===== src/design/dqke_pkg.sv =====
`timescale 1ns / 1ps
// -----------------------------------------------------------------------------
// dqke_pkg
// Shared types and constants for the DNS query key extractor.
// -----------------------------------------------------------------------------
package dqke_pkg;

   localparam int unsigned NAME_MAX_BYTES = 256;

   localparam logic [9:0]  OFF_ETYPE_LO   = 10'd13;
   localparam logic [9:0]  OFF_IP_VER_IHL = 10'd14;
   localparam logic [9:0]  OFF_IP_PROTO   = 10'd23;
   localparam logic [9:0]  OFF_IP_LAST    = 10'd33;
   localparam logic [9:0]  OFF_UDP_DPORT  = 10'd37;
   localparam logic [9:0]  OFF_UDP_LAST   = 10'd41;
   localparam logic [9:0]  OFF_TXID_HI    = 10'd42;
   localparam logic [9:0]  OFF_TXID_LO    = 10'd43;
   localparam logic [9:0]  OFF_DNS_FLAGS  = 10'd44;
   localparam logic [9:0]  OFF_QDCOUNT_LO = 10'd47;
   localparam logic [9:0]  OFF_DNS_LAST   = 10'd53;
   localparam logic [9:0]  OFF_NAME_START = 10'd54;
   localparam logic [9:0]  OFF_MAX        = 10'd1023;

   localparam logic [15:0] ETHERTYPE_IPV4   = 16'h0800;
   localparam logic [3:0]  IP_IHL_PLAIN     = 4'd5;
   localparam logic [7:0]  IP_PROTO_UDP     = 8'd17;
   localparam logic [15:0] QUERY_PORT_RESET = 16'd53;
   localparam logic [8:0]  KEY_LIMIT        = 9'(NAME_MAX_BYTES);

   typedef enum logic [3:0] {
      ST_OK       = 4'd0,
      ST_TRUNC    = 4'd1,
      ST_NOT_IP4  = 4'd2,
      ST_IP_OPTS  = 4'd3,
      ST_NOT_UDP  = 4'd4,
      ST_PORT     = 4'd5,
      ST_RESPONSE = 4'd6,
      ST_QDCOUNT  = 4'd7,
      ST_LABEL    = 4'd8,
      ST_LONG     = 4'd9
   } status_type;

   typedef enum logic {
      KIND_KEY     = 1'b0,
      KIND_VERDICT = 1'b1
   } kind_type;

   typedef enum logic [1:0] {
      CSR_QUERY_PORT = 2'd0
   } csr_addr_type;

   typedef struct packed {
      logic [8:0]  key_length;
      logic [15:0] transaction_id;
      logic [15:0] query_type;
      status_type  status;
      logic [7:0]  key_index;
      logic [7:0]  key_byte;
   } rsp_data_type;

   typedef struct packed {
      kind_type     kind;
      rsp_data_type data;
   } rsp_item_type;

endpackage


===== src/design/dqke_csr.sv =====
`timescale 1ns / 1ps
// -----------------------------------------------------------------------------
// dqke_csr
// APB-style register file holding the DNS destination port.
// -----------------------------------------------------------------------------
module dqke_csr (
   input  logic        clock,
   input  logic        reset,
   input  logic        csr_psel,
   input  logic        csr_penable,
   input  logic        csr_pwrite,
   input  logic [1:0]  csr_paddr,
   input  logic [31:0] csr_pwdata,
   output logic [31:0] csr_prdata,
   output logic        csr_pready,
   output logic [15:0] query_port
);
   import dqke_pkg::*;

   logic [15:0] query_port_ff;
   logic [15:0] query_port_in;
   logic        wr_hit;

   assign csr_pready = 1'b1;
   assign wr_hit = csr_psel && csr_penable && csr_pwrite && csr_pready
                   && (csr_paddr == CSR_QUERY_PORT);

   always_comb begin
      query_port_in = query_port_ff;
      if (wr_hit) begin
         query_port_in = csr_pwdata[15:0];
      end
   end

   always_ff @(posedge clock) begin
      if (reset) begin
         query_port_ff <= QUERY_PORT_RESET;
      end else begin
         query_port_ff <= query_port_in;
      end
   end

   assign csr_prdata = (csr_paddr == CSR_QUERY_PORT) ? {16'd0, query_port_ff} : 32'd0;
   assign query_port = query_port_ff;

endmodule


===== src/design/dqke_parser.sv =====
`timescale 1ns / 1ps
// -----------------------------------------------------------------------------
// dqke_parser
// Per-byte header checks and query name walk; one byte per step.
// -----------------------------------------------------------------------------
module dqke_parser (
   input  logic                  clock,
   input  logic                  reset,
   input  logic                  step,
   input  logic [7:0]            data_byte,
   input  logic                  frame_end,
   input  logic [15:0]           query_port,
   output logic                  res_valid,
   output dqke_pkg::rsp_item_type res_item
);
   import dqke_pkg::*;

   logic [9:0]  byte_offset_ff, byte_offset_in;
   logic [5:0]  label_rem_ff, label_rem_in;
   logic [8:0]  key_count_ff, key_count_in;
   logic        name_end_ff, name_end_in;
   logic        decided_ff, decided_in;
   status_type  status_ff, status_in;
   logic [15:0] txid_ff, txid_in;
   logic [15:0] qtype_ff, qtype_in;
   logic [1:0]  post_cnt_ff, post_cnt_in;
   logic [7:0]  last_byte_ff, last_byte_in;
   status_type  pending_ff, pending_in;

   logic [15:0] word;
   logic        emit;
   logic [7:0]  kbyte;
   logic [7:0]  kidx;

   assign word = {last_byte_ff, data_byte};

   always_comb begin
      byte_offset_in = byte_offset_ff;
      label_rem_in   = label_rem_ff;
      key_count_in   = key_count_ff;
      name_end_in    = name_end_ff;
      decided_in     = decided_ff;
      status_in      = status_ff;
      txid_in        = txid_ff;
      qtype_in       = qtype_ff;
      post_cnt_in    = post_cnt_ff;
      last_byte_in   = last_byte_ff;
      pending_in     = pending_ff;
      emit           = 1'b0;
      kbyte          = 8'd0;
      kidx           = 8'd0;
      res_valid      = 1'b0;
      res_item       = '0;

      if (step) begin
         if (!decided_ff) begin
            if (byte_offset_ff < OFF_NAME_START) begin
               case (byte_offset_ff)
                  OFF_ETYPE_LO: begin
                     if (word != ETHERTYPE_IPV4) begin
                        decided_in = 1'b1;
                        status_in  = ST_NOT_IP4;
                     end
                  end
                  OFF_IP_VER_IHL: begin
                     if (data_byte[3:0] != IP_IHL_PLAIN) pending_in = ST_IP_OPTS;
                  end
                  OFF_IP_PROTO: begin
                     if (data_byte != IP_PROTO_UDP && pending_ff == ST_OK)
                        pending_in = ST_NOT_UDP;
                  end
                  OFF_UDP_DPORT: begin
                     if (word != query_port) pending_in = ST_PORT;
                  end
                  OFF_TXID_HI: txid_in = {data_byte, 8'd0};
                  OFF_TXID_LO: txid_in = word;
                  OFF_DNS_FLAGS: begin
                     if (data_byte[7]) pending_in = ST_RESPONSE;
                  end
                  OFF_QDCOUNT_LO: begin
                     if (word != 16'd1 && pending_ff == ST_OK) pending_in = ST_QDCOUNT;
                  end
                  OFF_IP_LAST, OFF_UDP_LAST, OFF_DNS_LAST: begin
                     if (pending_ff != ST_OK) begin
                        decided_in = 1'b1;
                        status_in  = pending_ff;
                     end
                     pending_in = ST_OK;
                  end
                  default: ;
               endcase
            end else if (!name_end_ff) begin
               if (label_rem_ff == 6'd0) begin
                  if (data_byte[7:6] != 2'd0) begin
                     decided_in = 1'b1;
                     status_in  = ST_LABEL;
                  end else begin
                     emit  = 1'b1;
                     kbyte = data_byte;
                     if (data_byte == 8'd0) name_end_in = 1'b1;
                     else label_rem_in = data_byte[5:0];
                  end
               end else begin
                  emit  = 1'b1;
                  kbyte = (data_byte >= 8'h41 && data_byte <= 8'h5A)
                          ? data_byte + 8'd32 : data_byte;
                  label_rem_in = label_rem_ff - 6'd1;
               end
               if (emit) begin
                  kidx         = key_count_ff[7:0];
                  key_count_in = key_count_ff + 9'd1;
                  if (!name_end_in && key_count_in >= KEY_LIMIT) begin
                     decided_in = 1'b1;
                     status_in  = ST_LONG;
                  end
               end
            end else begin
               case (post_cnt_ff)
                  2'd0: qtype_in = {data_byte, 8'd0};
                  2'd1: qtype_in = {qtype_ff[15:8], data_byte};
                  2'd3: begin
                     decided_in = 1'b1;
                     status_in  = ST_OK;
                  end
                  default: ;
               endcase
               if (post_cnt_ff != 2'd3) post_cnt_in = post_cnt_ff + 2'd1;
            end
            last_byte_in = data_byte;
            if (byte_offset_ff != OFF_MAX) byte_offset_in = byte_offset_ff + 10'd1;
         end

         if (frame_end) begin
            res_valid                    = 1'b1;
            res_item.kind                = KIND_VERDICT;
            res_item.data.status         = status_in;
            res_item.data.query_type     = (status_in == ST_OK) ? qtype_in : 16'd0;
            res_item.data.transaction_id = txid_in;
            res_item.data.key_length     = key_count_in;
            byte_offset_in = '0;
            label_rem_in   = '0;
            key_count_in   = '0;
            name_end_in    = 1'b0;
            decided_in     = 1'b0;
            status_in      = ST_TRUNC;
            txid_in        = '0;
            qtype_in       = '0;
            post_cnt_in    = '0;
            last_byte_in   = '0;
            pending_in     = ST_OK;
         end else if (emit) begin
            res_valid               = 1'b1;
            res_item.kind           = KIND_KEY;
            res_item.data.key_byte  = kbyte;
            res_item.data.key_index = kidx;
         end
      end
   end

   always_ff @(posedge clock) begin
      if (reset) begin
         byte_offset_ff <= '0;
         label_rem_ff   <= '0;
         key_count_ff   <= '0;
         name_end_ff    <= 1'b0;
         decided_ff     <= 1'b0;
         status_ff      <= ST_TRUNC;
         txid_ff        <= '0;
         qtype_ff       <= '0;
         post_cnt_ff    <= '0;
         last_byte_ff   <= '0;
         pending_ff     <= ST_OK;
      end else begin
         byte_offset_ff <= byte_offset_in;
         label_rem_ff   <= label_rem_in;
         key_count_ff   <= key_count_in;
         name_end_ff    <= name_end_in;
         decided_ff     <= decided_in;
         status_ff      <= status_in;
         txid_ff        <= txid_in;
         qtype_ff       <= qtype_in;
         post_cnt_ff    <= post_cnt_in;
         last_byte_ff   <= last_byte_in;
         pending_ff     <= pending_in;
      end
   end

endmodule


===== src/design/dns_query_key_extractor_top.sv =====
`timescale 1ns / 1ps
// -----------------------------------------------------------------------------
// dns_query_key_extractor_top
// Streams Ethernet frames byte by byte and extracts the DNS query name key.
// -----------------------------------------------------------------------------
// Each request is one frame byte (tlast on the final byte). A byte is held in
// an input register and judged, when the result register is free or draining,
// against the Ethernet, IPv4, UDP and DNS header fields; name bytes come out
// as key items (tuser 0) and the final byte of a frame yields one verdict item
// (tuser 1) with status, qtype, transaction id and key length. One request
// per cycle is sustained unless rsp_tready stalls; a result passes the input
// and result registers. Bytes after a decision yield nothing until the verdict.
// -----------------------------------------------------------------------------
module dns_query_key_extractor_top (
   input  logic        clock,
   input  logic        reset,
   input  logic        req_tvalid,
   output logic        req_tready,
   input  logic [7:0]  req_tdata,   // [7:0] data_byte
   input  logic        req_tlast,   // frame_end
   output logic        rsp_tvalid,
   input  logic        rsp_tready,
   output logic [63:0] rsp_tdata,   // key_byte, key_index, status, query_type,
                                    // transaction_id, key_length, zero pad
   output logic        rsp_tuser,   // kind
   input  logic        csr_psel,
   input  logic        csr_penable,
   input  logic        csr_pwrite,
   input  logic [1:0]  csr_paddr,
   input  logic [31:0] csr_pwdata,
   output logic [31:0] csr_prdata,
   output logic        csr_pready
);
   import dqke_pkg::*;

   logic         in_valid_ff, in_valid_in;
   logic [7:0]   in_data_ff, in_data_in;
   logic         in_last_ff, in_last_in;
   logic         out_valid_ff, out_valid_in;
   rsp_item_type out_item_ff, out_item_in;

   logic         advance;
   logic         step;
   logic         res_valid;
   rsp_item_type res_item;
   logic [15:0]  query_port;

   dqke_csr u_csr (
      .clock       (clock),
      .reset       (reset),
      .csr_psel    (csr_psel),
      .csr_penable (csr_penable),
      .csr_pwrite  (csr_pwrite),
      .csr_paddr   (csr_paddr),
      .csr_pwdata  (csr_pwdata),
      .csr_prdata  (csr_prdata),
      .csr_pready  (csr_pready),
      .query_port  (query_port)
   );

   dqke_parser u_parser (
      .clock      (clock),
      .reset      (reset),
      .step       (step),
      .data_byte  (in_data_ff),
      .frame_end  (in_last_ff),
      .query_port (query_port),
      .res_valid  (res_valid),
      .res_item   (res_item)
   );

   // result register free or draining this cycle
   assign advance    = !out_valid_ff || rsp_tready;
   assign step       = in_valid_ff && advance;
   assign req_tready = !in_valid_ff || advance;

   always_comb begin
      in_valid_in  = in_valid_ff;
      in_data_in   = in_data_ff;
      in_last_in   = in_last_ff;
      out_valid_in = out_valid_ff;
      out_item_in  = out_item_ff;
      if (advance) begin
         in_valid_in  = 1'b0;
         out_valid_in = res_valid;
         if (res_valid) out_item_in = res_item;
      end
      if (req_tvalid && req_tready) begin
         in_valid_in = 1'b1;
         in_data_in  = req_tdata;
         in_last_in  = req_tlast;
      end
   end

   always_ff @(posedge clock) begin
      if (reset) begin
         in_valid_ff  <= 1'b0;
         out_valid_ff <= 1'b0;
      end else begin
         in_valid_ff  <= in_valid_in;
         out_valid_ff <= out_valid_in;
      end
      in_data_ff  <= in_data_in;
      in_last_ff  <= in_last_in;
      out_item_ff <= out_item_in;
   end

   assign rsp_tvalid = out_valid_ff;
   assign rsp_tdata  = {3'd0, out_item_ff.data};
   assign rsp_tuser  = out_item_ff.kind;

   a_key_fields_zero : assert property (@(posedge clock) disable iff (reset)
      (rsp_tvalid && rsp_tuser == KIND_KEY) |->
         (out_item_ff.data.status == ST_OK && out_item_ff.data.key_length == 9'd0))
      else $error("key item carries verdict fields");

   a_qtype_only_ok : assert property (@(posedge clock) disable iff (reset)
      (rsp_tvalid && out_item_ff.data.status != ST_OK) |->
         (out_item_ff.data.query_type == 16'd0))
      else $error("qtype reported on a failed frame");

   a_input_held : assert property (@(posedge clock) disable iff (reset)
      (in_valid_ff && !advance) |=> (in_valid_ff && $stable(in_data_ff)
         && $stable(in_last_ff)))
      else $error("input register lost a byte under stall");

   a_verdict_fields : assert property (@(posedge clock) disable iff (reset)
      (rsp_tvalid && rsp_tuser == KIND_VERDICT) |->
         (out_item_ff.data.key_byte == 8'd0 && out_item_ff.data.key_index == 8'd0))
      else $error("verdict carries key byte fields");

endmodule

===== config.mk =====
export PLATFORM = sky130hd
export DESIGN_NAME = dns_query_key_extractor_top
export DESIGN_NICKNAME = d
export VERILOG_FILES = /design/src/design/dqke_pkg.sv /design/src/design/dqke_csr.sv /design/src/design/dqke_parser.sv /design/src/design/dns_query_key_extractor_top.sv
export SDC_FILE = /design/constraint.sdc
export NUM_CORES = 1
export LEC_CHECK = 0
export BUFFER_PORTS_ARGS = -buffer_cell sky130_fd_sc_hd__buf_2
export CAP_MARGIN = 30
export CORE_UTILIZATION = 56
export DETAILED_ROUTE_END_ITERATION = 10
export PLACE_DENSITY = 0.8
export SLEW_MARGIN = 20
export SYNTH_ARGS = -nofsm -noshare
export SYNTH_HDL_FRONTEND = slang
export SYNTH_SLANG_ARGS = --single-unit

===== constraint.sdc =====
create_clock -name clock -period 4.45 [get_ports clock]
set_input_delay 0.89 -clock clock [delete_from_list [all_inputs] [get_ports clock]]
set_output_delay 0.89 -clock clock [all_outputs]
set_load 0.01 [all_outputs]

## Yosys cells after proc, flatten, opt, wreduce, memory -nomap -nowiden

Cells that the tools add are included.
W data, S select, Z words.

| operators by class | value |
|---|---|
| bitwise logic cells | 3 |
| $add $sub $neg | 5 |
| equal/unequal tests | 30 |
| reductions and logical operators | 40 |
| multiplexer cells | 96 |
| $lt $le $gt $ge | 4 |

Operators with widths:

| cell | number |
|---|---|
| $mux W16 | 8 |
| $eq A10 B6 Y1 const B | 8 |
| $mux W4 | 20 |
| $pmux W16 S2 | 2 |
| $mux W9 | 5 |
| $mux W6 | 7 |
| $mux W8 | 5 |
| $mux W1 | 38 |
| $mux W10 | 3 |
| $pmux W4 S6 | 1 |
| $eq A10 B4 Y1 const B | 2 |
| $ne A16 B1 Y1 const B | 1 |
| $ne A16 B12 Y1 const B | 1 |
| $ne A16 B16 Y1 | 1 |
| $ne A3 B2 Y1 const B | 4 |
| $reduce_bool A2 Y1 | 6 |
| $add A10 B1 Y10 const B | 1 |
| $eq A10 B5 Y1 const B | 1 |
| $lt A10 B6 Y1 const B | 1 |
| $mux W2 | 5 |
| $ne A10 B10 Y1 const B | 1 |
| $add A9 B1 Y9 const B | 1 |
| $ge A9 B9 Y1 const B | 1 |
| $logic_and A1 B1 Y1 | 9 |
| 30 further kinds | 46 |

| word-level totals | value |
|---|---|
| output and inout bits | 100 |
| register bits after elaboration | 166 |
| word-level logic and storage cells | 201 |
| bits of input ports | 50 |

## Logic depth before layout (Yosys ltp)

Gate-level depths: netlist of the first run.

| depth | value |
|---|---|
| word-level depth | 18 |
| mapped depth | 10 |

## Cells and area by module

Synthesis of the first run repeated with hierarchy kept, for this count alone.

| second synthesis, totals | value |
|---|---|
| cell total of the unflattened synthesis | 885 |
| area, all modules | 8,615.8 um^2 |

By module, submodules not included:

| module | area an instance (um^2) | instances | cells each | sequential area each (um^2) |
|---|---|---|---|---|
| dqke_parser | 5,383.9 | 1 | 692 | 1,521.5 |
| dns_query_key_extractor_top | 2,267.2 | 1 | 86 | 2,172.1 |
| dqke_csr | 964.7 | 1 | 107 | 320.3 |

## Worst setup path after synthesis of the first run

No wires, ideal clock.

| path | value |
|---|---|
| path kind | reg-to-reg |
| from | reg u_parser.label_rem_ff[2] |
| to | reg out_item_ff, in the netlist rsp_tdata[0] (enable) |
| period minus slack after synthesis | 3,084 ps |
| stages on the path, launching flop included | 6 |
| arrival | 2,552 ps |
| setup slack | 1,366 ps |
| required time | 3,918 ps |
| path through | dfxtp_1 > or3_1 > o31ai_1 > nor2_1 > o21ai_0 > inv_1 |

| between the ends | value |
|---|---|
| longest elaborated chain between the ends | 14 |

Ends and longest elaborated chain:

| item | RTL line | RTL |
|---|---|---|
| start, declared | dqke_parser.sv:19 | `logic [5:0] label_rem_ff, label_rem_in;` |
| start signal, assigned | dqke_parser.sv:175 | `label_rem_ff <= label_rem_in;` |
| $logic_not A6 Y1 | dqke_parser.sv:93 | `if (label_rem_ff == 6'd0) begin` |
| $mux W1 | dqke_parser.sv:93 |  |
| $mux W1 | dqke_parser.sv:92 | `end else if (!name_end_ff) begin` |
| $mux W1 | dqke_parser.sv:57 | `if (byte_offset_ff < OFF_NAME_START) begin` |
| $mux W1 | dqke_parser.sv:56 | `if (!decided_ff) begin` |
| $mux W1 | dqke_parser.sv:55 | `if (step) begin` |
| $mux W1 | dqke_parser.sv:92 |  |
| $mux W1 | dqke_parser.sv:57 |  |
| $mux W1 | dqke_parser.sv:56 |  |
| $mux W1 | dqke_parser.sv:55 |  |
| $mux W1 | dqke_parser.sv:151 | `end else if (emit) begin` |
| $mux W1 | dqke_parser.sv:133 | `if (frame_end) begin` |
| $mux W1 | dqke_parser.sv:55 |  |
| $reduce_and A2 Y1 (no source line) | -- |  |
| end signal, assigned | dns_query_key_extractor_top.sv:105 | `out_item_ff <= out_item_in;` |
| end, declared | dns_query_key_extractor_top.sv:40 | `rsp_item_type out_item_ff, out_item_in;` |

Every way passes these cells. The select of a mux whose other input is x is not followed.
A chain may end at the register's enable or synchronous reset.

## Worst setup path in the final report of the first run

| path | value |
|---|---|
| from | reg u_parser.label_rem_ff[2] |
| to | reg out_item_ff, in the netlist rsp_tdata[7] (enable) |

The elaborated chain is that of the path after synthesis.

==> results of run 1 <==
-- worst max-delay path: cells and delay by family, from the launching register on --
| kind | cells | cell delay, ns |
|---|---|---|
| compound gates | 2 | 1.37 |
| simple gates | 2 | 0.78 |
| buf+inv | 2 | 0.62 |
| flops | 1 | 0.32 |
-- cells in the mapped netlist (all sizes together) (3+ instances only) --
library cell / number
nor4: 23
o32ai: 6
mux2i: 7
dfxtp: 94
nor2: 106
clkbuf: 42
xor2: 13
nand3: 13
nand4b: 5
o2111ai: 4
nor3: 21
a31oi: 5
or2: 3
o31a: 5
o41ai: 3
a22oi: 51
ha: 11
edfxtp: 71
xnor2: 18
a21o: 3
a22o: 17
nand2b: 6
buf: 34
o21ai: 25
and3: 5
a21oi: 48
or3: 7
o211ai: 6
nand4: 9
nand2: 69
a211oi: 4
inv: 24
nand3b: 14
and2: 38
-- cell type report --
type	instances	area share
Clock inverter	13	0.0183
Sequential cell	165	0.431
Tap cell	180	0.0242
Clock buffer	19	0.0487
Timing Repair Buffer	122	0.0694
Multi-Input combinational cell	597	0.399
Inverter	24	0.00968
-- sequential cells by signal (all words and copies together) (netlist names), 2 cells and up --
name,count
rsp_tdata,61
u_parser.key_count_ff,9
u_parser.qtype_ff,16
u_parser.txid_ff,16
u_parser.label_rem_ff,6
u_parser.pending_ff,3
in_data_ff,8
u_parser.byte_offset_ff,10
u_csr.query_port,16
u_parser.post_cnt_ff,2
u_parser.status_ff,4
u_parser.last_byte_ff,8
-- cells by family after synthesis --
kind of cell | after synthesis | synth area share
and+or+nand+nor | 329 | 0.209
xor gates and xnor gates | 31 | 0.0332
muxes | 7 | 0.00857
adders and majority gates | 11 | 0.0168
buffers and inverters | 100 | 0.0639
AOI/OAI and AO/OA | 199 | 0.177
DFF | 165 | 0.491
other | 2 | 0.000918
-- how the worst min path moves through the flow --
stage,end,slack (ns),cells past startpoint,from
floorplan,u_parser.qtype_ff[6]$_SDFFE_PP0P_,0.45,1,u_parser.qtype_ff[6]$_SDFFE_PP0P_
global placement,u_parser.qtype_ff[1]$_SDFFE_PP0P_,0.46,1,u_parser.qtype_ff[1]$_SDFFE_PP0P_
detailed placement,u_parser.txid_ff[5]$_SDFFE_PP0P_,0.47,1,u_parser.txid_ff[5]$_SDFFE_PP0P_
CTS,u_parser.txid_ff[5]$_SDFFE_PP0P_,0.48,1,u_parser.txid_ff[5]$_SDFFE_PP0P_
global route,u_parser.qtype_ff[4]$_SDFFE_PP0P_,0.50,1,u_parser.qtype_ff[4]$_SDFFE_PP0P_
finish,u_csr.query_port[12]$_SDFFE_PP0P_,0.49,2,u_csr.query_port[12]$_SDFFE_PP0P_
-- stage by stage --
stage	hold WS [ns]	setup WS, ns	std cells	utilization
floorplan	0.450	1.37	862	-
global placement	0.461	1.26	1088	0.618
detailed placement	0.469	1.13	1088	0.618
CTS	0.484	1.13	1120	0.663
global route	0.498	0.898	1120	0.663
finish	0.491	1.06	1120	0.663
-- power breakdown --
group | total (mW) | switching, mW | internal (mW)
sequential | 1.63 | 0.0333 | 1.60
combinational | 0.174 | 0.115 | 0.0588
clock | 1.54 | 0.625 | 0.919
-- layer usage --
layer	part of all wire	GRT usage	wire length, um
met1	0.42	0.354	8370
met2	0.45	0.430	8910
met3	0.094	0.0804	1840
met4	0.029	0.120	577
met5	0	0	0
==> impl_results.html, run 1 <==
<table>
<tr><th>Metric</th><th>Value</th></tr>
<tr><th colspan="2">Status</th></tr>
<tr><td>Status</td><td>completed</td></tr>
<tr><th colspan="2">Route</th></tr>
<tr><td>Detailed-router iteration count before antenna repair</td><td>7</td></tr>
<tr><td>Routed Wire Length</td><td>19.7 mm</td></tr>
<tr><td>Post-DR wirelength/cell</td><td>17.6 um</td></tr>
<tr><td>DRT iter0 DRCs</td><td>816</td></tr>
<tr><td>Post-DRT Antenna Nets</td><td>0</td></tr>
<tr><td>DRC</td><td>0</td></tr>
<tr><td>Total number of vias</td><td>6,745</td></tr>
<tr><td>Routed via count divided by cell count</td><td>6.02</td></tr>
<tr><th colspan="2">Clock tree</th></tr>
<tr><td>Buffer depth of the longest clock path</td><td>2</td></tr>
<tr><td>Post-cts hold buffer count</td><td>0</td></tr>
<tr><td>Resized Gates After CTS</td><td>0</td></tr>
<tr><td>TritonCTS clock tree</td><td>yes</td></tr>
<tr><td>Post-CTS setup buffer count</td><td>0</td></tr>
<tr><td>Total clock buffers created by CTS</td><td>17</td></tr>
<tr><td>Clock Sinks</td><td>165</td></tr>
<tr><td>Clock latency of the later-clocked register in the worst-skew pair</td><td>0.44 ns</td></tr>
<tr><td>Clk pin slew, worst setup/hold paths</td><td>0.06 ns</td></tr>
<tr><td>H-tree levels</td><td>4</td></tr>
<tr><td>Clock root cell</td><td>clkbuf_16</td></tr>
<tr><th colspan="2">Yosys</th></tr>
<tr><td>Portion of synthesized cell area occupied by the leading cell type</td><td>0.261</td></tr>
<tr><td>Post-synth EDFFs</td><td>71</td></tr>
<tr><td>Share of flip-flops with an asynchronous set or reset</td><td>0</td></tr>
<tr><td>Average cell area after synthesis</td><td>9.69 um^2</td></tr>
<tr><td>Synth area leaders</td><td>edfxtp_1 (26%), dfxtp_1 (23%), nor2_1 (4.8%)</td></tr>
<tr><td>Most common flop cell mapped by yosys</td><td>dfxtp_1</td></tr>
<tr><td>Netlist area before placement</td><td>8180 um^2</td></tr>
<tr><td>Count of mapped cells out of synthesis</td><td>844</td></tr>
<tr><td>Share of the yosys chip area belonging to registers</td><td>0.491</td></tr>
<tr><td>Library cells used by synthesis</td><td>75</td></tr>
<tr><td>Synthesis-stage register bit count</td><td>165</td></tr>
<tr><td>Library cell with the largest summed area after synthesis</td><td>edfxtp_1</td></tr>
<tr><td>Ys Warns</td><td>0</td></tr>
<tr><th colspan="2">Global route</th></tr>
<tr><td>Pin count of the biggest net entering global routing</td><td>45</td></tr>
<tr><td>Total GRT Usage</td><td>0.276</td></tr>
<tr><td>Sum of overflow across all layers after global routing</td><td>0</td></tr>
<tr><td>Number of antenna violations at the first check in global routing</td><td>0</td></tr>
<tr><td>Via count of the first global-routing pass</td><td>6,344</td></tr>
<tr><td>Wire length of the first global-routing pass</td><td>31.8 mm</td></tr>
<tr><th colspan="2">Timing</th></tr>
<tr><td>Clock skew after layout</td><td>0.0115 ns</td></tr>
<tr><td>Number of endpoints with negative hold slack in the final report</td><td>0</td></tr>
<tr><td>Final number of setup-violating endpoints</td><td>0</td></tr>
<tr><td>Unrepaired setup endpoints after global routing</td><td>no</td></tr>
<tr><td>Slew at the pin closest to its max-slew limit</td><td>0.899 ns</td></tr>
<tr><td>Fmax</td><td>0.295 GHz</td></tr>
<tr><td>Tcrit/Tclk final</td><td>0.762</td></tr>
<tr><td>Final-report max-slew violation count</td><td>0</td></tr>
<tr><td>Setup Total Neg Slack</td><td>0 ns</td></tr>
<tr><td>Relative slew slack</td><td>0.396</td></tr>
<tr><td>Min Tclk post-route</td><td>3.39 ns</td></tr>
<tr><th colspan="2">Placement</th></tr>
<tr><td>Number of port buffers</td><td>113</td></tr>
<tr><td>Detailed placer's ending HPWL</td><td>13.3 mm</td></tr>
<tr><td>Placed Instance Area</td><td>8680 um^2</td></tr>
<tr><td>Final estimated routing congestion in global placement</td><td>0.934</td></tr>
<tr><th colspan="2">Finish</th></tr>
<tr><td>Commonest non-fill, non-tap cells in the layout</td><td>buf_2 (113), nor2_1 (104), dfxtp_1 (94)</td></tr>
<tr><td>Area Overhead vs Synth</td><td>13.8%</td></tr>
<tr><td>Footprint of the flip-flops and latches</td><td>4010 um^2</td></tr>
<tr><td>Most frequent standard cell in the layout excluding fill and tap cells</td><td>buf_2</td></tr>
<tr><td>Ratio of cells with drive above 1 in the final layout</td><td>0.193</td></tr>
<tr><td>Antenna diode count</td><td>0</td></tr>
<tr><td>Area of combinational cells with multiple inputs</td><td>3710 um^2</td></tr>
<tr><td>Layout filler cell count</td><td>1,111</td></tr>
<tr><td>Net count of the finished layout</td><td>988</td></tr>
<tr><td>Area of all placed cells without fillers</td><td>9310 um^2</td></tr>
<tr><th colspan="2">Setup path</th></tr>
<tr><td>CP Launch Type</td><td>register</td></tr>
<tr><td>Crit path capture type</td><td>register</td></tr>
<tr><td>FF-to-FF Start</td><td>u_parser.label_rem_ff[2]$_SDFFE_PP0P_</td></tr>
<tr><td>Crit Path Class</td><td>register to register</td></tr>
<tr><td>Stage delay of the slowest cell on the critical path</td><td>0.80 ns</td></tr>
<tr><td>Critical path destination</td><td>rsp_tdata[7]$_SDFFCE_PP0P_</td></tr>
<tr><td>Endpoint of the most critical register-to-register path</td><td>rsp_tdata[7]$_SDFFCE_PP0P_</td></tr>
<tr><td>Critical-path cell with the highest stage delay</td><td>o31ai_1</td></tr>
<tr><td>Critical Path Source</td><td>u_parser.label_rem_ff[2]$_SDFFE_PP0P_</td></tr>
<tr><td>Worst reg2reg setup slack</td><td>1.06 ns</td></tr>
<tr><td>CP Max Fanout</td><td>44</td></tr>
<tr><td>Data arrival at the endpoint of the critical path</td><td>3.56 ns</td></tr>
<tr><td>Crit path required time</td><td>4.62 ns</td></tr>
<tr><td>Cells along the critical path</td><td>or3_1 -&gt; o31ai_1 -&gt; nor2_1 -&gt; o21ai_0 -&gt; inv_2 -&gt; buf_12</td></tr>
<tr><td>Number of cell instances on the worst register-to-register path</td><td>6</td></tr>
<tr><th colspan="2">Pwr</th></tr>
<tr><td>Power density cells</td><td>360 nW/um^2</td></tr>
<tr><td>Total Power Consumption</td><td>3.35 mW</td></tr>
<tr><td>Static leakage</td><td>3.42 nW</td></tr>
<tr><td>Highest ir drop seen on vdd</td><td>0.277 mV</td></tr>
<tr><th colspan="2">Floorplanning</th></tr>
<tr><td>I/O pin count</td><td>150</td></tr>
<tr><td>Horizontal extent of the die</td><td>123 um</td></tr>
<tr><td>Die area</td><td>15,100 um^2</td></tr>
<tr><td>Starting Density</td><td>0.582</td></tr>
<tr><td>Site Rows</td><td>43</td></tr>
<tr><td>Die Span Y</td><td>123 um</td></tr>
<tr><td>Core outline area</td><td>14,000 um^2</td></tr>
<tr><th colspan="2">Job</th></tr>
<tr><td>Max-Cap Viols</td><td>0</td></tr>
<tr><th colspan="2">Worst hold path</th></tr>
<tr><td>Class of the tightest hold or removal check</td><td>register to register</td></tr>
</table>
No activity file was read; power rests on OpenSTA's default activity.
==> run 2: changes to the inputs <==
- CORE_UTILIZATION: 56 -> 51
- PLACE_DENSITY: 0.8 -> 0.77
- clock period: 4.45 -> 2.95 ns (I/O delays scaled with it)
==> impl_results.html, run 2 (synthesis gave the netlist of run 1 again) <==
<table>
<tr><th>Metric</th><th>Value</th></tr>
<tr><th colspan="2">Status</th></tr>
<tr><td>Status</td><td>completed</td></tr>
<tr><th colspan="2">Timing</th></tr>
<tr><td>Relative slew slack</td><td>0.434</td></tr>
<tr><td>Minimum hold slack</td><td>0.330 ns</td></tr>
<tr><td>Min Tclk post-route</td><td>2.86 ns</td></tr>
<tr><td>Tcrit/Tclk final</td><td>0.970</td></tr>
<tr><td>Final-report max-slew violation count</td><td>0</td></tr>
<tr><td>Fmax</td><td>0.349 GHz</td></tr>
<tr><td>Setup Total Neg Slack</td><td>0 ns</td></tr>
<tr><td>Unrepaired setup endpoints after global routing</td><td>no</td></tr>
<tr><td>Clock skew after layout</td><td>0.00922 ns</td></tr>
<tr><td>Final number of setup-violating endpoints</td><td>0</td></tr>
<tr><td>Number of endpoints with negative hold slack in the final report</td><td>0</td></tr>
<tr><td>Slew at the pin closest to its max-slew limit</td><td>0.842 ns</td></tr>
<tr><td>Setup WS post-layout</td><td>0.0887 ns</td></tr>
<tr><th colspan="2">Pwr</th></tr>
<tr><td>Proportion of power drawn by flip-flops and latches</td><td>0.472</td></tr>
<tr><td>Power density cells</td><td>539 nW/um^2</td></tr>
<tr><td>Part of the power in the clock network</td><td>0.470</td></tr>
<tr><td>Total Power Consumption</td><td>5.17 mW</td></tr>
<tr><td>Static leakage</td><td>3.55 nW</td></tr>
<tr><td>Internal cell power</td><td>4.02 mW</td></tr>
<tr><td>Net Sw Power</td><td>1.15 mW</td></tr>
<tr><td>Share of total power consumed by net switching</td><td>0.222</td></tr>
<tr><td>Portion of total power attributed to combinational logic</td><td>0.058</td></tr>
<tr><td>Highest ir drop seen on vdd</td><td>0.380 mV</td></tr>
<tr><th colspan="2">Floorplanning</th></tr>
<tr><td>Die area</td><td>16,500 um^2</td></tr>
<tr><td>Horizontal extent of the die</td><td>129 um</td></tr>
<tr><td>Core outline area</td><td>15,400 um^2</td></tr>
<tr><td>Site Rows</td><td>45</td></tr>
<tr><td>Die Span Y</td><td>129 um</td></tr>
<tr><td>I/O pin count</td><td>150</td></tr>
<tr><td>Starting Density</td><td>0.530</td></tr>
<tr><th colspan="2">Route</th></tr>
<tr><td>Total number of vias</td><td>6,689</td></tr>
<tr><td>Total routed wire length on the met1 layer</td><td>9.02 mm</td></tr>
<tr><td>DRC</td><td>0</td></tr>
<tr><td>Uppermost layer routed</td><td>met4</td></tr>
<tr><td>Post-DR wirelength/cell</td><td>16.9 um</td></tr>
<tr><td>Routed Wire Length</td><td>19.8 mm</td></tr>
<tr><td>Detailed route wirelength on metal2</td><td>8.79 mm</td></tr>
<tr><td>DRT iter0 DRCs</td><td>548</td></tr>
<tr><td>Detailed-router iteration count before antenna repair</td><td>5</td></tr>
<tr><td>Post-DRT Antenna Nets</td><td>0</td></tr>
<tr><td>Amount of wire on met3 after detailed routing</td><td>1.62 mm</td></tr>
<tr><td>Routed via count divided by cell count</td><td>5.69</td></tr>
<tr><th colspan="2">Finish</th></tr>
<tr><td>Net count of the finished layout</td><td>1,013</td></tr>
<tr><td>Commonest non-fill, non-tap cells in the layout</td><td>buf_2 (113), nor2_1 (103), dfxtp_1 (94)</td></tr>
<tr><td>Most frequent standard cell in the layout excluding fill and tap cells</td><td>buf_2</td></tr>
<tr><td>Area Overhead vs Synth</td><td>17.2%</td></tr>
<tr><td>Antenna diode count</td><td>0</td></tr>
<tr><td>Ratio of cells with drive above 1 in the final layout</td><td>0.217</td></tr>
<tr><td>Layout filler cell count</td><td>1,324</td></tr>
<tr><td>Largest register FFs</td><td>61</td></tr>
<tr><th colspan="2">Global route</th></tr>
<tr><td>Number of antenna violations at the first check in global routing</td><td>0</td></tr>
<tr><td>Pin count of the biggest net entering global routing</td><td>63</td></tr>
<tr><td>Sum of overflow across all layers after global routing</td><td>0</td></tr>
<tr><td>Via count of the first global-routing pass</td><td>6,075</td></tr>
<tr><td>Total GRT Usage</td><td>0.248</td></tr>
<tr><td>Wire length of the first global-routing pass</td><td>31.6 mm</td></tr>
<tr><th colspan="2">Worst hold path</th></tr>
<tr><td>Class of the tightest hold or removal check</td><td>primary input to register</td></tr>
<tr><th colspan="2">Clock tree</th></tr>
<tr><td>Clock Sinks</td><td>165</td></tr>
<tr><td>Post-CTS setup buffer count</td><td>0</td></tr>
<tr><td>H-tree levels</td><td>4</td></tr>
<tr><td>Clock latency of the later-clocked register in the worst-skew pair</td><td>0.43 ns</td></tr>
<tr><td>TritonCTS clock tree</td><td>yes</td></tr>
<tr><td>Buffer depth of the longest clock path</td><td>2</td></tr>
<tr><td>Clock root cell</td><td>clkbuf_16</td></tr>
<tr><td>Clk pin slew, worst setup/hold paths</td><td>0.06 ns</td></tr>
<tr><td>Post-cts hold buffer count</td><td>0</td></tr>
<tr><td>Total clock buffers created by CTS</td><td>17</td></tr>
<tr><th colspan="2">Setup path</th></tr>
<tr><td>Data arrival at the endpoint of the critical path</td><td>3.08 ns</td></tr>
<tr><td>CP Max Fanout</td><td>8</td></tr>
<tr><td>Crit path required time</td><td>3.16 ns</td></tr>
<tr><td>Crit Path Class</td><td>register to register</td></tr>
<tr><td>CP Launch Type</td><td>register</td></tr>
<tr><td>Crit path capture type</td><td>register</td></tr>
<tr><th colspan="2">Job</th></tr>
<tr><td>Max-Cap Viols</td><td>0</td></tr>
<tr><th colspan="2">Placement</th></tr>
<tr><td>Detailed placer's ending HPWL</td><td>13.6 mm</td></tr>
<tr><td>Number of port buffers</td><td>113</td></tr>
<tr><td>Worst setup timing slack at the placement stage</td><td>0.117 ns</td></tr>
<tr><td>Final estimated routing congestion in global placement</td><td>1.01</td></tr>
</table>
## run 2: area by class of cell
| class | count | area [um^2] | area share |
|---|---|---|---|
| clock buffers | 17 | 425 | 0.0444 |
| clock inverters | 15 | 228 | 0.0238 |
| inverters | 24 | 93.8 | 0.00979 |
| multi-input cells | 597 | 3730 | 0.389 |
| flip-flops and latches | 165 | 4010 | 0.419 |
| well taps | 211 | 264 | 0.0275 |
| repair buffers | 147 | 833 | 0.0869 |
## run 2: path summary, 6_finish.rpt
kind	slack, ns	cells past startpoint	end	start
max reg2reg	0.09	6	rsp_tdata[23]$_SDFFCE_PN0P_	u_parser.byte_offset_ff[6]$_SDFFE_PP0P_
max	0.09	6	rsp_tdata[23]$_SDFFCE_PN0P_	u_parser.byte_offset_ff[6]$_SDFFE_PP0P_
min	0.33	1	in_data_ff[6]$_DFFE_PP_	req_tdata[6]
min reg2reg	0.48	1	u_parser.txid_ff[2]$_SDFFE_PP0P_	u_parser.txid_ff[2]$_SDFFE_PP0P_
## run 2: metrics by stage
| stage | area, um^2 | instances | util |
|---|---|---|---|
| final | 9590 | 1176 | 0.621 |
| after global routing | 9590 | 1176 | 0.621 |
| after CTS | 9580 | 1176 | 0.621 |
| after detailed placement | 8930 | 1144 | 0.579 |
| after global placement | 8930 | 1144 | 0.579 |
| after floorplan | 8270 | 862 | - |
## run 2: metal layers
layer	global-route usage	vias to the layer above
met4	0.0934	0
met2	0.376	312
met3	0.0628	34
met1	0.340	3104
met5	0	-
li1	-	3239
## run 2: power groups by stage
stage / Combinational, mW / Sequential [mW] / Clock (mW)
4_1_cts: 0.293 / 2.44 / 2.46
5_1_grt: 0.322 / 2.44 / 2.55
3_3_place_gp: 0.287 / 2.49 / 0
2_1_floorplan: 0.183 / 2.50 / 0
6_report: 0.297 / 2.44 / 2.43
3_5_place_dp: 0.291 / 2.49 / 0
## run 2: repair_timing
item / CTS / global route
hold endpoints to repair: 0 / 0
resized for setup: 0 / 1
endpoints found under the setup margin: 0 / 3
## run 2: critical path, stage by stage, from the launching register on
cell	delay (ns)
dfxtp_1	0.35
or4_1	0.73
nor4_4	0.30
a31oi_2	0.20
a2111oi_4	0.50
nor2_2	0.19
nor4_1	0.37
